`src/design/quicksort_three_way_partition_core_macros.svh`:
```
// ----------------------------------------------------------------------------
// quicksort three-way partition core assertion macros
// shared property forms for the core's checks, clocked on aclk
// ----------------------------------------------------------------------------
`ifndef QUICKSORT_THREE_WAY_PARTITION_CORE_MACROS_SVH
`define QUICKSORT_THREE_WAY_PARTITION_CORE_MACROS_SVH

// same-cycle implication, held off while in reset
`define QS3_ASSERT_NOW(label, ante, cons, msg) \
    label: assert property (@(posedge aclk) disable iff (!aresetn) (ante) |-> (cons)) \
        else $error(msg);

// next-cycle implication, held off while in reset
`define QS3_ASSERT_NEXT(label, ante, cons, msg) \
    label: assert property (@(posedge aclk) disable iff (!aresetn) (ante) |=> (cons)) \
        else $error(msg);

`endif

```
`src/design/qs3_pkg.sv`:
```
// ----------------------------------------------------------------------------
// qs3_pkg
// types and fixed widths shared by the three-way partition sort core
// ----------------------------------------------------------------------------
package qs3_pkg;

    // width of the value field on both channels
    localparam int VALUE_W = 32;
    // tuser carries the overflow flag only
    localparam int OUT_USER_W = 1;

    // result of the shared compare unit against the pivot
    typedef struct packed {
        logic less;
        logic greater;
    } cmp_res_t;

endpackage

```
`src/design/qs3_ram.sv`:
```
// ----------------------------------------------------------------------------
// qs3_ram
// single write port, single read port memory with registered read data
// ----------------------------------------------------------------------------
module qs3_ram #(
    parameter int WIDTH = 32,
    parameter int DEPTH = 64
) (
    input  logic                     aclk,
    input  logic                     wr_en,
    input  logic [$clog2(DEPTH)-1:0] wr_addr,
    input  logic [WIDTH-1:0]         wr_data,
    input  logic [$clog2(DEPTH)-1:0] rd_addr,
    output logic [WIDTH-1:0]         rd_data
);

    logic [WIDTH-1:0] mem [DEPTH];
    logic [WIDTH-1:0] rd_data_reg;

    always_ff @(posedge aclk) begin
        if (wr_en) begin
            mem[wr_addr] <= wr_data;
        end
        rd_data_reg <= mem[rd_addr];
    end

    assign rd_data = rd_data_reg;

endmodule

```
`src/design/qs3_cmp.sv`:
```
// ----------------------------------------------------------------------------
// qs3_cmp
// shared signed compare of one element against the current pivot
// ----------------------------------------------------------------------------
module qs3_cmp #(
    parameter int DATA_WIDTH = 32
) (
    input  logic [DATA_WIDTH-1:0] elem,
    input  logic [DATA_WIDTH-1:0] pivot,
    output qs3_pkg::cmp_res_t     res
);

    import qs3_pkg::*;

    assign res.less    = $signed(elem) < $signed(pivot);
    assign res.greater = $signed(elem) > $signed(pivot);

endmodule

```
`src/design/quicksort_three_way_partition_core.sv`:
```
// ----------------------------------------------------------------------------
// quicksort_three_way_partition_core
// loads a set of signed words, sorts it in place with three-way quicksort,
// then streams the sorted set out
// ----------------------------------------------------------------------------
// usage
//   s_ side: one signed word per beat in s_tdata, s_tlast closes the set.
//   loading takes one word per cycle; words beyond CAPACITY are dropped and
//   flagged. after the closing word s_tready stays low until the last sorted
//   word has been taken on the m_ side.
//   sort: ranges come off a range stack, the pivot is the middle element, and
//   one pass splits the range into less / equal / greater. each element visit
//   reads the element and compares it against the pivot; a visit that needs
//   a swap then writes the partner word into the scan slot and the scanned
//   word into the partner slot. each range also passes through pop, pivot
//   read, scan exit and pushes.
//   m_ side: one sorted word per beat, m_tlast on the last, m_tuser[0] is the
//   overflow flag of the set. each word is read and registered, then held in
//   the output register until m_tready; the next word is read after that.
//   reset (aresetn low, synchronous) empties the set and clears the flag;
//   memory contents are not cleared, only entries of the current set are read.
// ----------------------------------------------------------------------------
module quicksort_three_way_partition_core #(
    parameter int CAPACITY   = 64,
    parameter int DATA_WIDTH = 32
) (
    input  logic                               aclk,
    input  logic                               aresetn,
    // s_tdata: [31:0] value
    input  logic [qs3_pkg::VALUE_W-1:0]        s_tdata,
    input  logic                               s_tlast,
    input  logic                               s_tvalid,
    output logic                               s_tready,
    // m_tdata: [31:0] value_res
    output logic [qs3_pkg::VALUE_W-1:0]        m_tdata,
    output logic                               m_tlast,
    // m_tuser: [0] overflow
    output logic [qs3_pkg::OUT_USER_W-1:0]     m_tuser,
    output logic                               m_tvalid,
    input  logic                               m_tready
);

    import qs3_pkg::*;

`include "quicksort_three_way_partition_core_macros.svh"

    localparam int AW = $clog2(CAPACITY);       // element / stack address
    localparam int CW = $clog2(CAPACITY + 1);   // counts and range bounds
    localparam int EW = 2 * CW;                 // stack entry {hi, lo}

    // sequencer states
    localparam logic [3:0] ST_LOAD  = 4'd0;
    localparam logic [3:0] ST_INIT  = 4'd1;
    localparam logic [3:0] ST_POP   = 4'd2;
    localparam logic [3:0] ST_POPD  = 4'd3;
    localparam logic [3:0] ST_PIV   = 4'd4;
    localparam logic [3:0] ST_LOOP  = 4'd5;
    localparam logic [3:0] ST_CMP   = 4'd6;
    localparam logic [3:0] ST_SWPA  = 4'd7;
    localparam logic [3:0] ST_SWPB  = 4'd8;
    localparam logic [3:0] ST_PUSH1 = 4'd9;
    localparam logic [3:0] ST_PUSH2 = 4'd10;
    localparam logic [3:0] ST_ERD   = 4'd11;
    localparam logic [3:0] ST_EOUT  = 4'd12;
    localparam logic [3:0] ST_EWAIT = 4'd13;

    logic [3:0]            state_reg, state_next;
    logic [CW-1:0]         count_reg, count_next;
    logic                  dropped_reg, dropped_next;
    logic [CW-1:0]         sp_reg, sp_next;
    logic [CW-1:0]         lo_reg, lo_next;
    logic [CW-1:0]         hi_reg, hi_next;
    logic [CW-1:0]         lt_reg, lt_next;     // end of the less part
    logic [CW-1:0]         i_reg, i_next;       // scan position
    logic [CW-1:0]         gt_reg, gt_next;     // start of the greater part
    logic [AW-1:0]         tgt_reg, tgt_next;   // swap partner
    logic                  less_reg, less_next;
    logic [AW-1:0]         e_reg, e_next;       // emit index
    logic [DATA_WIDTH-1:0] cur_reg, cur_next;
    logic [DATA_WIDTH-1:0] pivot_reg, pivot_next;
    logic [VALUE_W-1:0]    out_data_reg, out_data_next;
    logic                  out_last_reg, out_last_next;
    logic                  out_ovf_reg, out_ovf_next;

    // element memory port
    logic                  st_wr_en;
    logic [AW-1:0]         st_wr_addr;
    logic [DATA_WIDTH-1:0] st_wr_data;
    logic [AW-1:0]         st_rd_addr;
    logic [DATA_WIDTH-1:0] st_rd_data;

    // range stack port
    logic                  stk_wr_en;
    logic [AW-1:0]         stk_wr_addr;
    logic [EW-1:0]         stk_wr_data;
    logic [AW-1:0]         stk_rd_addr;
    logic [EW-1:0]         stk_rd_data;
    logic [CW-1:0]         stk_lo, stk_hi, stk_mid;
    logic [CW-1:0]         sp_dec;

    logic [DATA_WIDTH-1:0] in_key;
    logic [VALUE_W-1:0]    out_val;
    cmp_res_t              cmp_res;
    logic                  s_fire, m_fire;

    // address of the word just below the greater part
    function automatic logic [AW-1:0] sp_word(input logic [CW-1:0] bound);
        logic [CW-1:0] dec;
        dec     = bound - CW'(1);
        sp_word = dec[AW-1:0];
    endfunction

    qs3_ram #(
        .WIDTH (DATA_WIDTH),
        .DEPTH (CAPACITY)
    ) u_store (
        .aclk    (aclk),
        .wr_en   (st_wr_en),
        .wr_addr (st_wr_addr),
        .wr_data (st_wr_data),
        .rd_addr (st_rd_addr),
        .rd_data (st_rd_data)
    );

    qs3_ram #(
        .WIDTH (EW),
        .DEPTH (CAPACITY)
    ) u_stack (
        .aclk    (aclk),
        .wr_en   (stk_wr_en),
        .wr_addr (stk_wr_addr),
        .wr_data (stk_wr_data),
        .rd_addr (stk_rd_addr),
        .rd_data (stk_rd_data)
    );

    // the one compare unit: word just read against the pivot
    qs3_cmp #(
        .DATA_WIDTH (DATA_WIDTH)
    ) u_cmp (
        .elem  (st_rd_data),
        .pivot (pivot_reg),
        .res   (cmp_res)
    );

    assign s_tready = (state_reg == ST_LOAD);
    assign m_tvalid = (state_reg == ST_EWAIT);
    assign m_tdata  = out_data_reg;
    assign m_tlast  = out_last_reg;
    assign m_tuser  = OUT_USER_W'(out_ovf_reg);
    assign s_fire   = s_tvalid && s_tready;
    assign m_fire   = m_tvalid && m_tready;

    // sign-extend or truncate the incoming word to the stored key width
    always_comb begin
        for (int j = 0; j < DATA_WIDTH; j++) begin
            in_key[j] = s_tdata[(j < VALUE_W) ? j : VALUE_W - 1];
        end
    end

    // stored key back to a 32-bit word
    always_comb begin
        for (int j = 0; j < VALUE_W; j++) begin
            out_val[j] = st_rd_data[(j < DATA_WIDTH) ? j : DATA_WIDTH - 1];
        end
    end

    assign stk_lo      = stk_rd_data[CW-1:0];
    assign stk_hi      = stk_rd_data[EW-1:CW];
    assign stk_mid     = stk_lo + ((stk_hi - stk_lo) >> 1);
    assign sp_dec      = sp_reg - CW'(1);
    assign stk_rd_addr = sp_dec[AW-1:0];
    assign stk_wr_addr = sp_reg[AW-1:0];

    always_comb begin
        state_next    = state_reg;
        count_next    = count_reg;
        dropped_next  = dropped_reg;
        sp_next       = sp_reg;
        lo_next       = lo_reg;
        hi_next       = hi_reg;
        lt_next       = lt_reg;
        i_next        = i_reg;
        gt_next       = gt_reg;
        tgt_next      = tgt_reg;
        less_next     = less_reg;
        e_next        = e_reg;
        cur_next      = cur_reg;
        pivot_next    = pivot_reg;
        out_data_next = out_data_reg;
        out_last_next = out_last_reg;
        out_ovf_next  = out_ovf_reg;

        st_wr_en      = 1'b0;
        st_wr_addr    = count_reg[AW-1:0];
        st_wr_data    = in_key;
        st_rd_addr    = i_reg[AW-1:0];
        stk_wr_en     = 1'b0;
        stk_wr_data   = {hi_reg, lo_reg};

        case (state_reg)
            ST_LOAD: begin
                if (s_fire) begin
                    if (count_reg < CW'(CAPACITY)) begin
                        st_wr_en   = 1'b1;
                        count_next = count_reg + CW'(1);
                    end else begin
                        dropped_next = 1'b1;
                    end
                    if (s_tlast) begin
                        state_next = ST_INIT;
                    end
                end
            end
            ST_INIT: begin
                // whole set is the first range
                e_next  = '0;
                sp_next = '0;
                if (count_reg >= CW'(2)) begin
                    stk_wr_en   = 1'b1;
                    stk_wr_data = {count_reg, CW'(0)};
                    sp_next     = CW'(1);
                    state_next  = ST_POP;
                end else begin
                    state_next = ST_ERD;
                end
            end
            ST_POP: begin
                if (sp_reg == '0) begin
                    e_next     = '0;
                    state_next = ST_ERD;
                end else begin
                    sp_next    = sp_dec;
                    state_next = ST_POPD;
                end
            end
            ST_POPD: begin
                lo_next    = stk_lo;
                hi_next    = stk_hi;
                st_rd_addr = stk_mid[AW-1:0];
                state_next = ST_PIV;
            end
            ST_PIV: begin
                pivot_next = st_rd_data;
                lt_next    = lo_reg;
                i_next     = lo_reg;
                gt_next    = hi_reg;
                state_next = ST_LOOP;
            end
            ST_LOOP: begin
                if (i_reg < gt_reg) begin
                    st_rd_addr = i_reg[AW-1:0];
                    state_next = ST_CMP;
                end else begin
                    state_next = ST_PUSH1;
                end
            end
            ST_CMP: begin
                cur_next = st_rd_data;
                if (cmp_res.less) begin
                    less_next = 1'b1;
                    if (lt_reg == i_reg) begin
                        lt_next    = lt_reg + CW'(1);
                        i_next     = i_reg + CW'(1);
                        state_next = ST_LOOP;
                    end else begin
                        tgt_next   = lt_reg[AW-1:0];
                        st_rd_addr = lt_reg[AW-1:0];
                        state_next = ST_SWPA;
                    end
                end else if (cmp_res.greater) begin
                    less_next  = 1'b0;
                    tgt_next   = sp_word(gt_reg);
                    st_rd_addr = sp_word(gt_reg);
                    state_next = ST_SWPA;
                end else begin
                    i_next     = i_reg + CW'(1);
                    state_next = ST_LOOP;
                end
            end
            ST_SWPA: begin
                // partner word into the scan slot
                st_wr_en   = 1'b1;
                st_wr_addr = i_reg[AW-1:0];
                st_wr_data = st_rd_data;
                state_next = ST_SWPB;
            end
            ST_SWPB: begin
                st_wr_en   = 1'b1;
                st_wr_addr = tgt_reg;
                st_wr_data = cur_reg;
                if (less_reg) begin
                    lt_next = lt_reg + CW'(1);
                    i_next  = i_reg + CW'(1);
                end else begin
                    gt_next = gt_reg - CW'(1);
                end
                state_next = ST_LOOP;
            end
            ST_PUSH1: begin
                // less part
                if ((lt_reg - lo_reg) >= CW'(2) && sp_reg < CW'(CAPACITY)) begin
                    stk_wr_en   = 1'b1;
                    stk_wr_data = {lt_reg, lo_reg};
                    sp_next     = sp_reg + CW'(1);
                end
                state_next = ST_PUSH2;
            end
            ST_PUSH2: begin
                // greater part
                if ((hi_reg - gt_reg) >= CW'(2) && sp_reg < CW'(CAPACITY)) begin
                    stk_wr_en   = 1'b1;
                    stk_wr_data = {hi_reg, gt_reg};
                    sp_next     = sp_reg + CW'(1);
                end
                state_next = ST_POP;
            end
            ST_ERD: begin
                st_rd_addr = e_reg;
                state_next = ST_EOUT;
            end
            ST_EOUT: begin
                out_data_next = out_val;
                out_last_next = ((CW'(e_reg) + CW'(1)) == count_reg);
                out_ovf_next  = dropped_reg;
                state_next    = ST_EWAIT;
            end
            ST_EWAIT: begin
                if (m_fire) begin
                    if (out_last_reg) begin
                        count_next   = '0;
                        dropped_next = 1'b0;
                        sp_next      = '0;
                        state_next   = ST_LOAD;
                    end else begin
                        e_next     = e_reg + AW'(1);
                        state_next = ST_ERD;
                    end
                end
            end
            default: begin
                state_next = ST_LOAD;
            end
        endcase
    end

    always_ff @(posedge aclk) begin
        if (!aresetn) begin
            state_reg   <= ST_LOAD;
            count_reg   <= '0;
            dropped_reg <= 1'b0;
            sp_reg      <= '0;
        end else begin
            state_reg   <= state_next;
            count_reg   <= count_next;
            dropped_reg <= dropped_next;
            sp_reg      <= sp_next;
        end
    end

    // datapath registers, no reset needed
    always_ff @(posedge aclk) begin
        lo_reg       <= lo_next;
        hi_reg       <= hi_next;
        lt_reg       <= lt_next;
        i_reg        <= i_next;
        gt_reg       <= gt_next;
        tgt_reg      <= tgt_next;
        less_reg     <= less_next;
        e_reg        <= e_next;
        cur_reg      <= cur_next;
        pivot_reg    <= pivot_next;
        out_data_reg <= out_data_next;
        out_last_reg <= out_last_next;
        out_ovf_reg  <= out_ovf_next;
    end

    // never loading and emitting at once
    `QS3_ASSERT_NOW(a_load_emit_excl, s_tready, !m_tvalid, "load and emit overlap")
    // partition bounds stay ordered while scanning
    `QS3_ASSERT_NOW(a_part_order, state_reg == ST_LOOP,
        lt_reg <= i_reg && i_reg <= gt_reg && gt_reg <= hi_reg, "partition bounds out of order")
    // range stack never runs past its depth
    `QS3_ASSERT_NOW(a_stack_depth, 1'b1, sp_reg <= CW'(CAPACITY), "range stack overrun")
    // after the final word is taken the block is ready to load again
    `QS3_ASSERT_NEXT(a_reload, m_fire && m_tlast, s_tready && count_reg == '0,
        "not back to load after final word")

endmodule
```
`config.mk`:
```
export PLATFORM = sky130hd
export DESIGN_NAME = quicksort_three_way_partition_core
export DESIGN_NICKNAME = d
export VERILOG_FILES = /design/src/design/qs3_pkg.sv /design/src/design/qs3_ram.sv /design/src/design/qs3_cmp.sv /design/src/design/quicksort_three_way_partition_core.sv
export VERILOG_INCLUDE_DIRS = /design/src /design/src/design
export SDC_FILE = /design/constraint.sdc
export NUM_CORES = 2
export LEC_CHECK = 0
export BUFFER_PORTS_ARGS = -buffer_cell sky130_fd_sc_hd__buf_2
export CELL_PAD_IN_SITES_DETAIL_PLACEMENT = 0
export CELL_PAD_IN_SITES_GLOBAL_PLACEMENT = 2
export CORE_ASPECT_RATIO = 1.2
export CORE_MARGIN = 2
export CORE_UTILIZATION = 52
export CTS_CLUSTER_DIAMETER = 100
export DETAILED_ROUTE_END_ITERATION = 8
export GPL_ROUTABILITY_DRIVEN = 0
export PLACE_DENSITY_LB_ADDON = 0.05
export SLEW_MARGIN = 0
export SYNTH_ARGS = -nofsm -noshare
export SYNTH_HDL_FRONTEND = slang
export SYNTH_SLANG_ARGS = --single-unit
```
`constraint.sdc`:
```
create_clock -name aclk -period 13.4 [get_ports aclk]
set_input_delay 1.34 -clock aclk [delete_from_list [all_inputs] [get_ports aclk]]
set_output_delay 1.34 -clock aclk [all_outputs]
set_load 0.1 [all_outputs]
```
==> impl_metrics.yaml <==
outcome:
  status: "finished clean"
timing:
  rsz0062_at_grt: "no"
  setup_tns_ps: 0
  period_share_pct: 60.2
  finalClockSkew_ps: 35.0
  worst_pin_slew_ps: 1400
  max_freq_ghz: 0.124
  hold_violations: 0
  maxSlewViolCount: 0
  setup_violations: 0
  maxSlewHeadroom_pct: 5.80
  final.setup.worst_slack_ps: 5330
  fin_crit_ps: 8070
logic_synthesis:
  ys_types: 71
  synthesis.area_um2: 126000
  netlist.area_leader.share_pct: 73.8
  ys_seq_area_share_pct: 74.8
  ys_top_cells_by_area: "edfxtp_1 (74%), mux4_2 (5.3%), mux2i_1 (4.6%), nand2_1 (2.7%), a21oi_1 (1.4%)"
  synth_area_per_cell_um2: 16.4
  synth_edf_count: 3090
  async_flop_share_pct: 0
  synth-main-ff-cell: "edfxtp_1"
  synthTopCellsByCount: "edfxtp_1 (3090), nand2_1 (894), mux2i_1 (572)"
  yosys_register_bits: 3155
  syn-num-nets: 7771
  synthCells: 7662
  ys_warn_count: 0
  synth_most_common_cell: "edfxtp_1"
  synth_top_cell_by_area: "edfxtp_1"
final_layout:
  drive_gt1_share_pct: 14.8
  largest-register: "u_store.mem"
  instances_no_fill: 11216
  reg_top3: "u_store.mem x2048, u_stack.mem x896"
  final_cell_area_um2: 141000
  largest_reg_flops: 2048
  layout.nets: 7904
  area_growth_pct: 11.8
clock_tree:
  postCtsSetupBuffers: 0
  path_clk_slew_ps: 60
  ctsResizeCount: 0
  cts.sinks: 3155
  clk_path_buf_depth: 4
  insertion_delay_ps: 860
  postCtsHoldBufs: 0
  clockRootBuffer: "clkbuf_16"
  cts_buffers: 314
  cts_tree: "yes"
  htree_levels: 5
floorplan:
  coreArea_um2: 240000
  initial_core_util_pct: 52.3
  fp.dieH_um: 543
  die_w_um: 453
  io_pins: 73
  fp-row-count: 197
  die_area_um2: 246000
grt:
  antenna_found_initial: 15
  grt_util_all_layers_pct: 28.2
  grt_first_pass_wirelength_um: 499000
  grt_max_degree: 150
  grt_overflow: 0
  grt_pass1_vias: 68154
route:
  drc_errors: 0
  drtIter0Drc: 7826
  first_pass_iters: 8
  antenna_left: 0
  wl_um: 349000
  wl_per_cell_um: 31.1
  dr_total_vias: 69926
  vias_per_cell: 6.23
placement:
  pre_cts_ws_ps: 5360
  place_area_um2: 131000
  port_buffers: 72
  dp_hpwl_um: 202000
  place_inst: 10663
worst_setup_path:
  path_depth: 16
  ff2ff_path_depth: 16
  critical-path-max-stage-delay_ps: 920
  path_max_fanout: 86
  worstPathCellList: "inv_1, ha_1, nor2b_1, o211ai_1, a2111o_1, a31oi_1, or3_1, inv_6, mux2_4, o31ai_4, buf_4, buf_4, nor3_1, or4_1, a222oi_1, or4b_1"
  critPathBufInv: 4
  cp_common_cell: "buf_4"
  r2r-end: "u_store.rd_data[10]$_DFF_P_"
  worstPathArrival_ps: 8790
  worst_path_dominant_cell_family: "compound AO/OA/AOI/OAI gates"
  path_class: "reg2reg"
  cp-start-kind: "register"
  worstPathRequired_ps: 14130
  r2r_start: "u_store.rd_data[0]$_DFF_P_"
  endpoint_kind: "register"
  r2r_slack_ps: 5330
  endpoint: "u_store.rd_data[10]$_DFF_P_"
  slowest_stage: "a31oi_1"
  crit_start: "u_store.rd_data[0]$_DFF_P_"
worst_hold_path:
  hp-class: "reg2reg"
pwr:
  ir_drop_mv: 0.325
  power_density_nw_per_um2: 247
  leakagePower_nw: 46.7
run:
  cap_viol_max_count: 0
## per-layer routing
metal	wire [µm]	vias to the layer above	track usage, %
met1	141000	36424	38.4
met5	33	-	0
met3	21600	540	3.80
met2	172000	2573	46.6
li1	-	30385	-
met4	13900	4	10.5
## where the power goes
part / switching [W] / total [W] / internal [W]
clock network: 0.00363 / 0.00855 / 0.00492
logic: 0.00950 / 0.0141 / 0.00459
registers: 0.000309 / 0.0121 / 0.0118
## cell families after synthesis
family	after synthesis	share of synthesized area, %
simple gates	1889	6.75
mux	872	9.88
fa+ha+maj	72	0.740
xor+xnor	68	0.474
flops	3155	74.8
buf+inv	568	1.83
compound gates	1038	5.51
## worst reg2reg max path, cell delays in order, from the launching register on
cell      delay (ps)
dfxtp_1          690
inv_1            320
ha_1             270
nor2b_1          100
o211ai_1         190
a2111o_1         440
a31oi_1          920
or3_1            670
inv_6            140
mux2_4           360
o31ai_4          410
buf_4            580
buf_4            900
nor3_1           180
or4_1            520
a222oi_1         750
or4b_1           490
## placed cells by master, fill, tap and decap left out, drive strengths merged, types with 39 or more instances in the layout
cell type	instances
edfxtp	3090
nand2	894
mux2i	573
clkbuf	411
a21oi	360
buf	305
mux4	294
nor2	274
nor3	267
nand3	204
a22oi	198
o21ai	122
clkinv	101
inv	88
nand4	83
ha	68
dfxtp	65
a211o	62
and3	49
a211oi	43
a222oi	39
## stage by stage
| step | utilization [%] | total power, W | hold slack [ps] |
|---|---|---|---|
| floorplan | - | 0.0216 | 400 |
| global placement | 54.4 | 0.0262 | 408 |
| detailed placement | 54.4 | 0.0264 | 421 |
| CTS | 58.5 | 0.0349 | 435 |
| global route | 58.5 | 0.0363 | 440 |
| finish | 58.5 | 0.0347 | 433 |
## how the worst min path moves through the flow
stage | startpoint | endpoint | slack (ps) | depth (start not counted)
2_1_floorplan | u_stack.rd_data[7]$_DFF_P_ | hi_reg[0]$_DFFE_PP_ | 400 | 0
3_3_place_gp | u_stack.rd_data[7]$_DFF_P_ | hi_reg[0]$_DFFE_PP_ | 410 | 0
3_5_place_dp | dropped_reg$_SDFFE_PN0P_ | m_tuser$_DFFE_PP_ | 420 | 0
4_1_cts | dropped_reg$_SDFFE_PN0P_ | m_tuser$_DFFE_PP_ | 430 | 0
5_1_grt | dropped_reg$_SDFFE_PN0P_ | m_tuser$_DFFE_PP_ | 440 | 0
6_report | dropped_reg$_SDFFE_PN0P_ | m_tuser$_DFFE_PP_ | 430 | 0
## layout make-up
| type | instances | area, µm² |
|---|---|---|
| clock inverter | 136 | 1200 |
| tap | 3184 | 3980 |
| timing repair buffer | 305 | 2230 |
| inverter | 80 | 305 |
| clock buffer | 411 | 8620 |
| fill | 18126 | 99700 |
| multi-input combinational | 3939 | 30200 |
| antenna | 6 | 15.0 |
| sequential | 3155 | 94100 |
Power figures use the tool's default switching activity.
